[config.mk]
export PLATFORM = sky130hd
export DESIGN_NAME = dual_encoder_odometry_velocity_top
export DESIGN_NICKNAME = d
export VERILOG_FILES = /design/src/rtl/devo_pkg.sv /design/src/rtl/devo_div.sv /design/src/rtl/devo_datapath.sv /design/src/rtl/devo_ctrl.sv /design/src/rtl/dual_encoder_odometry_velocity_top.sv
export VERILOG_INCLUDE_DIRS = /design/src /design/src/rtl
export SDC_FILE = /design/constraint.sdc
export NUM_CORES = 2
export LEC_CHECK = 0
export BUFFER_PORTS_ARGS = -buffer_cell sky130_fd_sc_hd__buf_2
export CORE_MARGIN = 4
export CORE_UTILIZATION = 40
export CTS_CLUSTER_DIAMETER = 150
export DETAILED_ROUTE_END_ITERATION = 8
export GPL_ROUTABILITY_DRIVEN = 1
export HOLD_SLACK_MARGIN = 0.02
export PLACE_DENSITY = 0.52
export SETUP_SLACK_MARGIN = 0.2
export SYNTH_ARGS = -nofsm -noshare
export SYNTH_HDL_FRONTEND = slang
export SYNTH_SLANG_ARGS = --single-unit
[constraint.sdc]
create_clock -name i_clk -period 44.7 [get_ports i_clk]
set_input_delay 4.47 -clock i_clk [delete_from_list [all_inputs] [get_ports i_clk]]
set_output_delay 4.47 -clock i_clk [all_outputs]
set_load 0.1 [all_outputs]
[src/rtl/assert_macros.svh]
// Assertion macros used by the top-level RTL file of the odometry block.
// No dependencies; included by the files that carry assertions.
`ifndef ASSERT_MACROS_SVH
`define ASSERT_MACROS_SVH

// Same-cycle implication, disabled during reset.
`define ASSERT_IMPLIES(label, clk, rst_n, ante, cons) \
    label: assert property (@(posedge clk) disable iff (!rst_n) (ante) |-> (cons)) \
        else $error("assertion failed");

// Next-cycle implication, disabled during reset.
`define ASSERT_NEXT(label, clk, rst_n, ante, cons) \
    label: assert property (@(posedge clk) disable iff (!rst_n) (ante) |=> (cons)) \
        else $error("assertion failed");

`endif

[src/rtl/devo_pkg.sv]
// Shared types, constants and helpers of the dual encoder odometry block.
// No dependencies; imported by every module of the block.
package devo_pkg;

    localparam int MODE_W  = 3;
    localparam int USER_W  = 4;
    localparam int DATA_W  = 40;
    localparam int OUT_W   = 240;
    localparam int CFG_AW  = 2;
    localparam int CFG_DW  = 32;
    localparam int STALE_W = 8;
    localparam int NUM_W   = 48;
    localparam int DEN_W   = 25;

    localparam logic [31:0]        SCALE_RESET = 32'd65536;
    localparam logic [15:0]        CPC_RESET   = 16'd2000;
    localparam logic [STALE_W-1:0] LIMIT_RESET = 8'd10;

    localparam logic [31:0] SPEED_MAX = 32'h7FFF_FFFF;
    localparam logic [31:0] SPEED_MIN = 32'h8000_0000;

    typedef enum logic [MODE_W-1:0] {
        MODE_PULSE     = 3'd0,
        MODE_TICK      = 3'd1,
        MODE_CLR_PART  = 3'd2,
        MODE_CLR_TOTAL = 3'd3,
        MODE_SUB       = 3'd4,
        MODE_SET_DIR   = 3'd5
    } t_mode;

    typedef enum logic [CFG_AW-1:0] {
        REG_SCALE = 2'd0,
        REG_CPC   = 2'd1,
        REG_LIMIT = 2'd2
    } t_reg;

    typedef struct packed {
        logic load_in;
        logic apply;
        logic wsel;
        logic idle_bump;
        logic mul;
        logic den;
        logic div_start;
        logic fix;
        logic bump;
        logic commit;
        logic load_out;
    } t_dp_cmd;

    typedef struct packed {
        logic partial_zero;
        logic mismatch;
        logic div_done;
    } t_dp_stat;

    function automatic logic [STALE_W-1:0] sat_inc(input logic [STALE_W-1:0] v);
        return (v == {STALE_W{1'b1}}) ? v : v + STALE_W'(1);
    endfunction

endpackage

[src/rtl/devo_div.sv]
// Bit-serial restoring divider: one quotient bit per cycle, unsigned operands.
// Depends on devo_pkg for the operand widths.
module devo_div (
    input  logic                        i_clk,
    input  logic                        i_rst_n,
    input  logic                        i_start,
    input  logic [devo_pkg::NUM_W-1:0]  i_dividend,
    input  logic [devo_pkg::DEN_W-1:0]  i_divisor,
    output logic                        o_done,
    output logic [devo_pkg::NUM_W-1:0]  o_quot
);
    import devo_pkg::*;

    localparam int CNT_W = $clog2(NUM_W);
    localparam logic [CNT_W-1:0] CNT_LAST = CNT_W'(NUM_W - 1);

    logic             r_busy;
    logic             r_done;
    logic [CNT_W-1:0] r_cnt;
    logic [NUM_W-1:0] r_quo;
    logic [DEN_W-1:0] r_rem;
    logic [DEN_W-1:0] r_dsr;

    logic [DEN_W:0]   w_shift;
    logic [DEN_W:0]   w_diff;
    logic             w_ge;

    assign w_shift = {r_rem, r_quo[NUM_W-1]};
    assign w_diff  = w_shift - {1'b0, r_dsr};
    assign w_ge    = !w_diff[DEN_W];

    always_ff @(posedge i_clk) begin
        if (!i_rst_n) begin
            r_busy <= 1'b0;
            r_done <= 1'b0;
            r_cnt  <= '0;
        end else begin
            r_done <= 1'b0;
            if (i_start) begin
                r_busy <= 1'b1;
                r_cnt  <= '0;
            end else if (r_busy) begin
                r_cnt <= r_cnt + CNT_W'(1);
                if (r_cnt == CNT_LAST) begin
                    r_busy <= 1'b0;
                    r_done <= 1'b1;
                end
            end
        end
    end

    always_ff @(posedge i_clk) begin
        if (i_start) begin
            r_quo <= i_dividend;
            r_rem <= '0;
            r_dsr <= i_divisor;
        end else if (r_busy) begin
            r_quo <= {r_quo[NUM_W-2:0], w_ge};
            r_rem <= w_ge ? w_diff[DEN_W-1:0] : w_shift[DEN_W-1:0];
        end
    end

    assign o_done = r_done;
    assign o_quot = r_quo;

endmodule

[src/rtl/devo_datapath.sv]
// Datapath: configuration, per-wheel counters, velocity estimate and result word.
// Depends on devo_pkg and devo_div.
module devo_datapath (
    input  logic                         i_clk,
    input  logic                         i_rst_n,
    input  logic                         i_cfg_we,
    input  logic [devo_pkg::CFG_AW-1:0]  i_cfg_addr,
    input  logic [devo_pkg::CFG_DW-1:0]  i_cfg_wdata,
    input  logic [devo_pkg::USER_W-1:0]  i_user,
    input  logic [devo_pkg::DATA_W-1:0]  i_data,
    input  devo_pkg::t_dp_cmd            i_cmd,
    output devo_pkg::t_dp_stat           o_stat,
    output logic [devo_pkg::OUT_W-1:0]   o_data
);
    import devo_pkg::*;

    logic [31:0]        r_scale;
    logic [15:0]        r_cpc;
    logic [STALE_W-1:0] r_limit;

    logic [MODE_W-1:0]  r_mode;
    logic               r_wheel;
    logic [15:0]        r_stamp;
    logic               r_fwd_l;
    logic               r_fwd_r;
    logic [15:0]        r_steps;

    logic [15:0]        r_partial [2];
    logic [31:0]        r_total   [2];
    logic [31:0]        r_aux     [2];
    logic [STALE_W-1:0] r_stale   [2];
    logic [15:0]        r_last    [2];
    logic [15:0]        r_prev    [2];
    logic [31:0]        r_speed   [2];
    logic               r_dir     [2];

    logic [NUM_W-1:0]   r_nmag;
    logic               r_nneg;
    logic [DEN_W-1:0]   r_dprod;
    logic [DEN_W-1:0]   r_dmag;
    logic               r_qneg;
    logic [31:0]        r_est;
    logic [OUT_W-1:0]   r_out;

    logic               w_sel;
    logic [15:0]        w_part;
    logic [15:0]        w_pmag;
    logic [STALE_W-1:0] w_stale_inc;
    logic [STALE_W:0]   w_stale_p1;
    logic [DEN_W:0]     w_den;
    logic [DEN_W:0]     w_den_abs;
    logic [15:0]        w_step16;
    logic [31:0]        w_step32;
    logic [32:0]        w_sum;
    logic [32:0]        w_sum_adj;
    logic               w_div_done;
    logic [NUM_W-1:0]   w_quot;
    logic [31:0]        w_fix;

    assign w_sel       = i_cmd.wsel;
    assign w_part      = r_partial[w_sel];
    assign w_pmag      = w_part[15] ? 16'(-w_part) : w_part;
    assign w_stale_inc = sat_inc(r_stale[w_sel]);
    assign w_stale_p1  = {1'b0, r_stale[w_sel]} + (STALE_W+1)'(1);
    assign w_den       = {1'b0, r_dprod} + {10'b0, r_last[w_sel]} - {10'b0, r_prev[w_sel]};
    assign w_den_abs   = w_den[DEN_W] ? (DEN_W+1)'(-w_den) : w_den;
    assign w_step16    = r_dir[r_wheel] ? 16'h0001 : 16'hFFFF;
    assign w_step32    = {{16{w_step16[15]}}, w_step16};
    assign w_sum       = {r_total[0][31], r_total[0]} + {r_total[1][31], r_total[1]};
    assign w_sum_adj   = w_sum + {32'b0, w_sum[32]};

    devo_div u_div (
        .i_clk      (i_clk),
        .i_rst_n    (i_rst_n),
        .i_start    (i_cmd.div_start),
        .i_dividend (r_nmag),
        .i_divisor  (r_dmag),
        .o_done     (w_div_done),
        .o_quot     (w_quot)
    );

    always_comb begin
        if (r_dmag == '0) begin
            if (r_nmag == '0) begin
                w_fix = '0;
            end else begin
                w_fix = r_nneg ? SPEED_MIN : SPEED_MAX;
            end
        end else if (r_qneg) begin
            if ((w_quot[NUM_W-1:32] != '0) || (w_quot[31] && (w_quot[30:0] != '0))) begin
                w_fix = SPEED_MIN;
            end else begin
                w_fix = 32'(-w_quot[31:0]);
            end
        end else begin
            w_fix = (w_quot[NUM_W-1:31] != '0) ? SPEED_MAX : w_quot[31:0];
        end
    end

    always_ff @(posedge i_clk) begin
        if (!i_rst_n) begin
            r_scale <= SCALE_RESET;
            r_cpc   <= CPC_RESET;
            r_limit <= LIMIT_RESET;
        end else if (i_cfg_we) begin
            unique case (i_cfg_addr)
                REG_SCALE: r_scale <= i_cfg_wdata;
                REG_CPC:   r_cpc   <= i_cfg_wdata[15:0];
                REG_LIMIT: r_limit <= i_cfg_wdata[STALE_W-1:0];
                default:   ;
            endcase
        end
    end

    always_ff @(posedge i_clk) begin
        if (i_cmd.load_in) begin
            r_mode  <= i_user[MODE_W-1:0];
            r_wheel <= i_user[MODE_W];
            r_stamp <= i_data[15:0];
            r_fwd_l <= i_data[16];
            r_fwd_r <= i_data[17];
            r_steps <= i_data[33:18];
        end
    end

    always_ff @(posedge i_clk) begin
        if (!i_rst_n) begin
            for (int i = 0; i < 2; i++) begin
                r_partial[i] <= '0;
                r_total[i]   <= '0;
                r_aux[i]     <= '0;
                r_stale[i]   <= '0;
                r_last[i]    <= '0;
                r_prev[i]    <= '0;
                r_speed[i]   <= '0;
                r_dir[i]     <= 1'b1;
            end
        end else begin
            if (i_cmd.apply) begin
                unique case (r_mode)
                    MODE_PULSE: begin
                        r_last[r_wheel]    <= r_stamp;
                        r_partial[r_wheel] <= r_partial[r_wheel] + w_step16;
                        r_total[r_wheel]   <= r_total[r_wheel] + w_step32;
                        r_aux[r_wheel]     <= r_aux[r_wheel] + w_step32;
                    end
                    MODE_CLR_PART: begin
                        r_partial[0] <= '0;
                        r_partial[1] <= '0;
                    end
                    MODE_CLR_TOTAL: begin
                        r_total[0] <= '0;
                        r_total[1] <= '0;
                    end
                    MODE_SUB: begin
                        r_total[0] <= r_total[0] - {{16{r_steps[15]}}, r_steps};
                        r_total[1] <= r_total[1] - {{16{r_steps[15]}}, r_steps};
                    end
                    MODE_SET_DIR: begin
                        r_dir[0] <= r_fwd_l;
                        r_dir[1] <= r_fwd_r;
                    end
                    default: ;
                endcase
            end
            if (i_cmd.idle_bump) begin
                r_stale[w_sel] <= w_stale_inc;
                if (w_stale_inc >= r_limit) begin
                    r_speed[w_sel] <= '0;
                end
            end
            if (i_cmd.bump) begin
                r_stale[w_sel] <= w_stale_inc;
            end
            if (i_cmd.commit) begin
                r_speed[w_sel] <= r_est;
                r_stale[w_sel] <= '0;
                r_prev[w_sel]  <= r_last[w_sel];
            end
        end
    end

    always_ff @(posedge i_clk) begin
        if (i_cmd.mul) begin
            r_nmag  <= {16'b0, r_scale} * {32'b0, w_pmag};
            r_nneg  <= w_part[15];
            r_dprod <= {9'b0, r_cpc} * {16'b0, w_stale_p1};
        end
        if (i_cmd.den) begin
            r_dmag <= w_den_abs[DEN_W-1:0];
            r_qneg <= r_nneg ^ w_den[DEN_W];
        end
        if (i_cmd.fix) begin
            r_est <= w_fix;
        end
        if (i_cmd.load_out) begin
            r_out <= {r_stale[1], r_stale[0], w_sum_adj[32:1], r_aux[1], r_aux[0],
                      r_total[1], r_total[0], r_speed[1], r_speed[0]};
        end
    end

    assign o_stat.partial_zero = (w_part == '0);
    assign o_stat.mismatch     = (r_est[31] && r_dir[w_sel])
                              || (!r_est[31] && (r_est != '0) && !r_dir[w_sel]);
    assign o_stat.div_done     = w_div_done;
    assign o_data              = r_out;

endmodule

[src/rtl/devo_ctrl.sv]
// Controller: sequences item handling, the per-wheel estimate and the result handshake.
// Depends on devo_pkg; drives the datapath through t_dp_cmd.
module devo_ctrl (
    input  logic                         i_clk,
    input  logic                         i_rst_n,
    input  logic                         i_s_axis_tvalid,
    output logic                         o_s_axis_tready,
    input  logic [devo_pkg::MODE_W-1:0]  i_mode,
    output logic                         o_m_axis_tvalid,
    input  logic                         i_m_axis_tready,
    input  devo_pkg::t_dp_stat           i_stat,
    output devo_pkg::t_dp_cmd            o_cmd
);
    import devo_pkg::*;

    typedef enum logic [3:0] {
        S_IDLE,
        S_APPLY,
        S_TCHK,
        S_MUL,
        S_DEN,
        S_DIV,
        S_WAIT,
        S_FIX,
        S_JUDGE,
        S_OUT
    } t_state;

    t_state  r_state;
    t_state  n_state;
    logic    r_wheel;
    logic    n_wheel;
    logic    r_retry;
    logic    n_retry;
    logic    r_out_valid;
    logic    n_out_valid;
    t_dp_cmd w_cmd;

    always_comb begin
        w_cmd       = '0;
        w_cmd.wsel  = r_wheel;
        n_state     = r_state;
        n_wheel     = r_wheel;
        n_retry     = r_retry;
        n_out_valid = r_out_valid && !i_m_axis_tready;
        unique case (r_state)
            S_IDLE: begin
                if (i_s_axis_tvalid) begin
                    w_cmd.load_in = 1'b1;
                    n_wheel       = 1'b0;
                    n_retry       = 1'b0;
                    n_state       = (i_mode == MODE_TICK) ? S_TCHK : S_APPLY;
                end
            end
            S_APPLY: begin
                w_cmd.apply = 1'b1;
                n_state     = S_OUT;
            end
            S_TCHK: begin
                if (i_stat.partial_zero) begin
                    w_cmd.idle_bump = 1'b1;
                    n_wheel         = 1'b1;
                    n_state         = r_wheel ? S_OUT : S_TCHK;
                end else begin
                    n_state = S_MUL;
                end
            end
            S_MUL: begin
                w_cmd.mul = 1'b1;
                n_state   = S_DEN;
            end
            S_DEN: begin
                w_cmd.den = 1'b1;
                n_state   = S_DIV;
            end
            S_DIV: begin
                w_cmd.div_start = 1'b1;
                n_state         = S_WAIT;
            end
            S_WAIT: begin
                if (i_stat.div_done) begin
                    n_state = S_FIX;
                end
            end
            S_FIX: begin
                w_cmd.fix = 1'b1;
                n_state   = S_JUDGE;
            end
            S_JUDGE: begin
                if (i_stat.mismatch && !r_retry) begin
                    w_cmd.bump = 1'b1;
                    n_retry    = 1'b1;
                    n_state    = S_MUL;
                end else begin
                    w_cmd.commit = 1'b1;
                    n_retry      = 1'b0;
                    n_wheel      = 1'b1;
                    n_state      = r_wheel ? S_OUT : S_TCHK;
                end
            end
            S_OUT: begin
                if (!r_out_valid || i_m_axis_tready) begin
                    w_cmd.load_out = 1'b1;
                    n_out_valid    = 1'b1;
                    n_state        = S_IDLE;
                end
            end
            default: n_state = S_IDLE;
        endcase
    end

    always_ff @(posedge i_clk) begin
        if (!i_rst_n) begin
            r_state     <= S_IDLE;
            r_wheel     <= 1'b0;
            r_retry     <= 1'b0;
            r_out_valid <= 1'b0;
        end else begin
            r_state     <= n_state;
            r_wheel     <= n_wheel;
            r_retry     <= n_retry;
            r_out_valid <= n_out_valid;
        end
    end

    assign o_s_axis_tready = (r_state == S_IDLE);
    assign o_m_axis_tvalid = r_out_valid;
    assign o_cmd           = w_cmd;

endmodule

[src/rtl/dual_encoder_odometry_velocity_top.sv]
// Top level of the dual encoder odometry block: controller, datapath and checks.
// Depends on devo_pkg, devo_ctrl, devo_datapath and assert_macros.svh.
//
// Input stream: one word per event. tuser selects the operation (pulse, control
// tick, clear partial, clear total, subtract steps, set directions) and the wheel.
// Output stream: one word per input word with both velocities, totals,
// auxiliary counters, the mean distance and both idle tick counts.
// Configuration: write velocity_scale, counts_per_cycle or stale_limit by index
// while no word is in flight.
// Sequence: a non-tick word is applied, then output. A tick takes each wheel in
// turn: an idle wheel bumps its idle count, another runs multiply, denominator,
// the shared bit-serial divider, fix and judge, and again on a direction mismatch.
// One word is processed at a time; the next is taken once the current result is
// parked in the output register, so a stalled receiver holds one finished word
// and blocks only the completion of the following one.
// Reset: counters, stamps and velocities clear, both directions go forward,
// configuration returns to 65536, 2000 and 10.
`include "assert_macros.svh"

module dual_encoder_odometry_velocity_top (
    input  logic                         i_clk,
    input  logic                         i_rst_n,
    input  logic                         i_cfg_we,
    input  logic [devo_pkg::CFG_AW-1:0]  i_cfg_addr,
    input  logic [devo_pkg::CFG_DW-1:0]  i_cfg_wdata,
    input  logic                         i_s_axis_tvalid,
    output logic                         o_s_axis_tready,
    // timestamp[15:0], forward_left[16], forward_right[17], steps[33:18], zero[39:34]
    input  logic [devo_pkg::DATA_W-1:0]  i_s_axis_tdata,
    // mode[2:0], wheel[3]
    input  logic [devo_pkg::USER_W-1:0]  i_s_axis_tuser,
    output logic                         o_m_axis_tvalid,
    input  logic                         i_m_axis_tready,
    // speed_left[31:0], speed_right[63:32], distance_left[95:64],
    // distance_right[127:96], extra_left[159:128], extra_right[191:160],
    // mean_distance[223:192], idle_left[231:224], idle_right[239:232]
    output logic [devo_pkg::OUT_W-1:0]   o_m_axis_tdata
);
    import devo_pkg::*;

    t_dp_cmd  w_cmd;
    t_dp_stat w_stat;

    devo_ctrl u_ctrl (
        .i_clk           (i_clk),
        .i_rst_n         (i_rst_n),
        .i_s_axis_tvalid (i_s_axis_tvalid),
        .o_s_axis_tready (o_s_axis_tready),
        .i_mode          (i_s_axis_tuser[MODE_W-1:0]),
        .o_m_axis_tvalid (o_m_axis_tvalid),
        .i_m_axis_tready (i_m_axis_tready),
        .i_stat          (w_stat),
        .o_cmd           (w_cmd)
    );

    devo_datapath u_datapath (
        .i_clk       (i_clk),
        .i_rst_n     (i_rst_n),
        .i_cfg_we    (i_cfg_we),
        .i_cfg_addr  (i_cfg_addr),
        .i_cfg_wdata (i_cfg_wdata),
        .i_user      (i_s_axis_tuser),
        .i_data      (i_s_axis_tdata),
        .i_cmd       (w_cmd),
        .o_stat      (w_stat),
        .o_data      (o_m_axis_tdata)
    );

    `ASSERT_NEXT(a_busy_after_accept, i_clk, i_rst_n, i_s_axis_tvalid && o_s_axis_tready, !o_s_axis_tready)
    `ASSERT_IMPLIES(a_no_result_overwrite, i_clk, i_rst_n, w_cmd.load_out, !o_m_axis_tvalid || i_m_axis_tready)
    `ASSERT_NEXT(a_div_not_instant, i_clk, i_rst_n, w_cmd.div_start, !w_stat.div_done)

endmodule

==> impl_metrics.py <==
metrics = {
    "synthesis": {
        "most_frequent_cells_after_synthesis": "sky130_fd_sc_hd__nand2_1 (870), sky130_fd_sc_hd__inv_1 (797), sky130_fd_sc_hd__edfxtp_1 (789), sky130_fd_sc_hd__fa_1 (540), sky130_fd_sc_hd__ha_1 (398)",
        "number_of_unique_standard_cell_types_used_by_synthesis": 89,
        "synth_compound_gate_area_share_pct": 10.5,
        "netlist_top_cells_area": "sky130_fd_sc_hd__edfxtp_1 (36%), sky130_fd_sc_hd__fa_1 (16%), sky130_fd_sc_hd__ha_1 (7.5%)",
        "ys_ff_latch": 887,
        "synth_async_sr_flop_share_pct": 0,
        "synth-adder-area-share_pct": 23.7,
        "yosys_most_used_dff": "sky130_fd_sc_hd__edfxtp_1",
        "synth_sequential_area_ratio_pct": 38.5,
        "instance_count_of_the_mapped_netlist": 6521,
        "synth-edff-count": 789,
        "synth_top_area_share_pct": 35.6,
        "post_synth_xor_area_fraction_pct": 4.39,
        "syn-num-nets": 7542,
        "ys.warnings.count": 0,
        "most_common_cell_in_the_synthesized_netlist": "sky130_fd_sc_hd__nand2_1",
        "avgSynthCellArea_um2": 10.2,
        "main_combinational_cell_family_by_area_after_synthesis": "adder cells",
        "synth_simple_gate_area_share_pct": 14.5,
        "synth_area_um2": 66600,
        "synth.mux.area_fraction_pct": 2.25,
        "synth_largest_area_cell": "sky130_fd_sc_hd__edfxtp_1",
    },
    "critical_path": {
        "worst_setup_path_end_kind": "register",
        "worst-endpoint-required_ns": 45.16,
        "cpLargestDelayFamily": "adder cells",
        "max_stage_delay_ns": 0.70,
        "crit_buf_inv": 5,
        "critPathKind": "reg -> reg",
        "critical_path.slowest_cell": "sky130_fd_sc_hd__mux2_2",
        "cp_data_arrival_time_ns": 10.61,
        "crit_top_cell": "sky130_fd_sc_hd__fa_1",
        "critical_path_peak_fanout": 41,
        "worstSetupStartpointType": "register",
    },
    "place": {
        "port_buffers": 318,
        "finalWeightedCongestion": 0.876,
        "detailed_place.area_um2": 70600,
        "dpl.hpwl_um": 129000,
    },
    "pwr": {
        "powerDensity_nw_per_um2": 52.4,
        "static-leakage-power_uw": 0.0317,
        "worst_ir_drop_vdd_v": 0.0000614,
    },
    "timing": {
        "finalMaxSlewViolations": 0,
        "finalCritPeriodShare_pct": 22.7,
        "grt_setup_unrepaired": "no",
        "slew_headroom_pct": 16.0,
        "worst_slew_pin_slew_ns": 1.26,
        "highest_clock_frequency_the_design_can_meet_mhz": 98.5,
        "fin_crit_ns": 10.15,
        "clock-skew-final_ns": 0.0297,
        "final_hold_viol_count": 0,
        "timing.setup.tns_ns": 0,
        "finalSetupViolations": 0,
    },
    "run_status": {
        "outcome": "finished, final reports clean",
    },
    "global_routing": {
        "grt_antenna_before_repair": 3,
        "vias_in_the_first_global_route": 47800,
        "globalRouteOverflowTotal": 0,
        "grt_start_max_net_pins": 121,
        "track_usage_pct": 19.9,
        "first_pass_grt_wire_length_um": 274000,
    },
    "route": {
        "dr_wl_cell_um": 19.2,
        "detailedRoute.firstIterationViolations": 2921,
        "drt-pass1-iter-count": 5,
        "route.antenna.remaining_nets": 0,
        "total_drc_errors_in_the_routed_layout": 0,
        "dr_total_vias": 46700,
        "route.final.wire_length_um": 173000,
        "post_drt_via_cell_ratio": 5.19,
    },
    "clock_tree": {
        "ctsResizeCount": 0,
        "tritoncts": "yes",
        "cts.hold.buffers_added": 0,
        "post-cts-setup-buffer-count": 0,
        "clk_root_buffer_cell": "sky130_fd_sc_hd__clkbuf_16",
        "clock_latency_ns": 0.73,
        "clk_transition_reported_paths_ns": 0.06,
        "cts_buffer_depth": 3,
        "cts.sinks": 887,
        "numCtsBuffers": 101,
        "clock_tree.htree_level_count": 3,
    },
    "die": {
        "floorplan.initialDensity_pct": 40.3,
        "die_w_um": 416,
        "rows": 149,
        "die-area_um2": 173000,
        "core_area_um2": 165000,
        "chipHeight_um": 416,
        "boundaryPins": 325,
    },
    "layout": {
        "num-nets-final": 7748,
        "finish.instance_area_um2": 74200,
        "area_of_the_multi_input_gates_um2": 37100,
        "area_delta_synth_final_pct": 11.4,
        "final_layout_size_suffix_gt1_share_pct": 10.9,
        "fillerInstances": 15700,
        "register_area_um2": 25700,
    },
    "run": {
        "drv_cap": 0,
    },
    "min_path": {
        "min-delay-path-class": "reg -> reg",
    },
}
## state kept, by name (all words and copies together), names as in the netlist, 48 cells and up, named ones only
signal / flops
u_datapath.r_aux: 64
o_m_axis_tdata: 144
u_datapath.r_nmag: 48
u_datapath.u_div.o_quot: 48
u_datapath.r_total: 64
u_datapath.o_data: 96
u_datapath.r_speed: 64
## worst reg2reg max path, delay by kind of cell, from the launching register on
family                   cells  cell delay, ns
adder cells (fa/ha/maj)      8            3.51
AO/OA/AOI/OAI               10            2.91
AND/OR/NAND/NOR              5            1.00
buffers and inverters        5            0.78
multiplexers                 1            0.75
flip-flops                   1            0.66
XOR/XNOR                     2            0.29
## cell type report
type | count | share of cell area [%]
multi-input cells | 4553 | 50.0
repair buffers | 385 | 2.84
clock buffers | 120 | 3.59
well taps | 2189 | 3.69
flip-flops and latches | 887 | 34.6
diodes | 3 | 0.0101
clock inverters | 71 | 1.17
inverters | 799 | 4.04
## worst paths after layout
| path | from | cells past startpoint | end | slack, ns |
|---|---|---|---|---|
| setup / recovery | register | 31 | u_datapath.r_nmag[44] | 34.55 |
| hold / removal | u_datapath.r_speed[0][27] | 0 | o_m_axis_tdata[27] | 0.42 |
| setup reg to reg | register | 31 | u_datapath.r_nmag[44] | 34.55 |
| hold reg to reg | u_datapath.r_speed[0][27] | 0 | o_m_axis_tdata[27] | 0.42 |
## power breakdown
part           switching (µW)  internal [µW]  total (µW)  leakage (µW)
registers                69.1           1040        1110       0.00838
clock network             364            522         886       0.00171
logic                    1190            708        1890        0.0216
## cell usage in the layout (no fill, tap or decap), types with 18 or more instances in the layout
cell type | netlist | final
sky130_fd_sc_hd__mux2_2 | 95 | 95
sky130_fd_sc_hd__clkbuf_16 | 0 | 103
sky130_fd_sc_hd__nor2_1 | 351 | 346
sky130_fd_sc_hd__fa_1 | 540 | 540
sky130_fd_sc_hd__and2_1 | 313 | 313
sky130_fd_sc_hd__o21ai_1 | 24 | 24
sky130_fd_sc_hd__nor3_1 | 82 | 76
sky130_fd_sc_hd__o21a_1 | 29 | 29
sky130_fd_sc_hd__buf_4 | 1 | 66
sky130_fd_sc_hd__ha_1 | 398 | 398
sky130_fd_sc_hd__a211oi_1 | 63 | 63
sky130_fd_sc_hd__clkinv_2 | 0 | 18
sky130_fd_sc_hd__nor3b_1 | 22 | 20
sky130_fd_sc_hd__nor4_1 | 43 | 42
sky130_fd_sc_hd__o21ai_0 | 250 | 249
sky130_fd_sc_hd__a22o_1 | 18 | 18
sky130_fd_sc_hd__edfxtp_1 | 789 | 789
sky130_fd_sc_hd__xnor2_1 | 217 | 204
sky130_fd_sc_hd__nand4_1 | 34 | 34
sky130_fd_sc_hd__a31oi_1 | 35 | 35
sky130_fd_sc_hd__xor2_1 | 117 | 111
sky130_fd_sc_hd__or3_1 | 41 | 41
sky130_fd_sc_hd__nand2b_1 | 63 | 61
sky130_fd_sc_hd__nand2_1 | 870 | 865
sky130_fd_sc_hd__mux2i_1 | 43 | 41
sky130_fd_sc_hd__nor2b_1 | 47 | 47
sky130_fd_sc_hd__a21o_1 | 124 | 124
sky130_fd_sc_hd__inv_1 | 797 | 795
sky130_fd_sc_hd__buf_2 | 4 | 318
sky130_fd_sc_hd__o22ai_1 | 28 | 28
sky130_fd_sc_hd__o21bai_1 | 32 | 32
sky130_fd_sc_hd__o211ai_1 | 19 | 19
sky130_fd_sc_hd__dfxtp_1 | 98 | 95
sky130_fd_sc_hd__a21oi_1 | 320 | 320
sky130_fd_sc_hd__nand3_1 | 68 | 68
sky130_fd_sc_hd__and3_1 | 48 | 48
## per-layer routing
metal	share of wire, %	track usage (%)	vias to the layer above	routed length, µm
li1	-	-	22500	-
met1	46	27.5	23100	79700
met2	47	33.4	962	81300
met3	4.5	2.38	197	7830
met4	2.1	4.96	2	3670
met5	0.0075	0	-	13
## through the flow
stage	hold slack (ns)	worst slack [ns]	total power, µW	util (%)	instances
global route	0.418	33.82	4200	44.9	9005
floorplan	0.400	22.89	2560	-	6521
CTS	0.417	34.49	3930	44.9	9004
finish	0.417	34.55	3890	44.9	9007
detailed placement	0.405	34.51	3020	42.8	8813
global placement	0.402	34.56	3000	42.8	8813
## logic make-up after synthesis
family | after synthesis
adders and majority gates | 938
buffers and inverters | 1081
AOI/OAI and AO/OA | 1102
muxes | 138
xor gates and xnor gates | 334
and+or+nand+nor | 2041
DFF | 887
No activity file was read; power rests on OpenSTA's default activity.
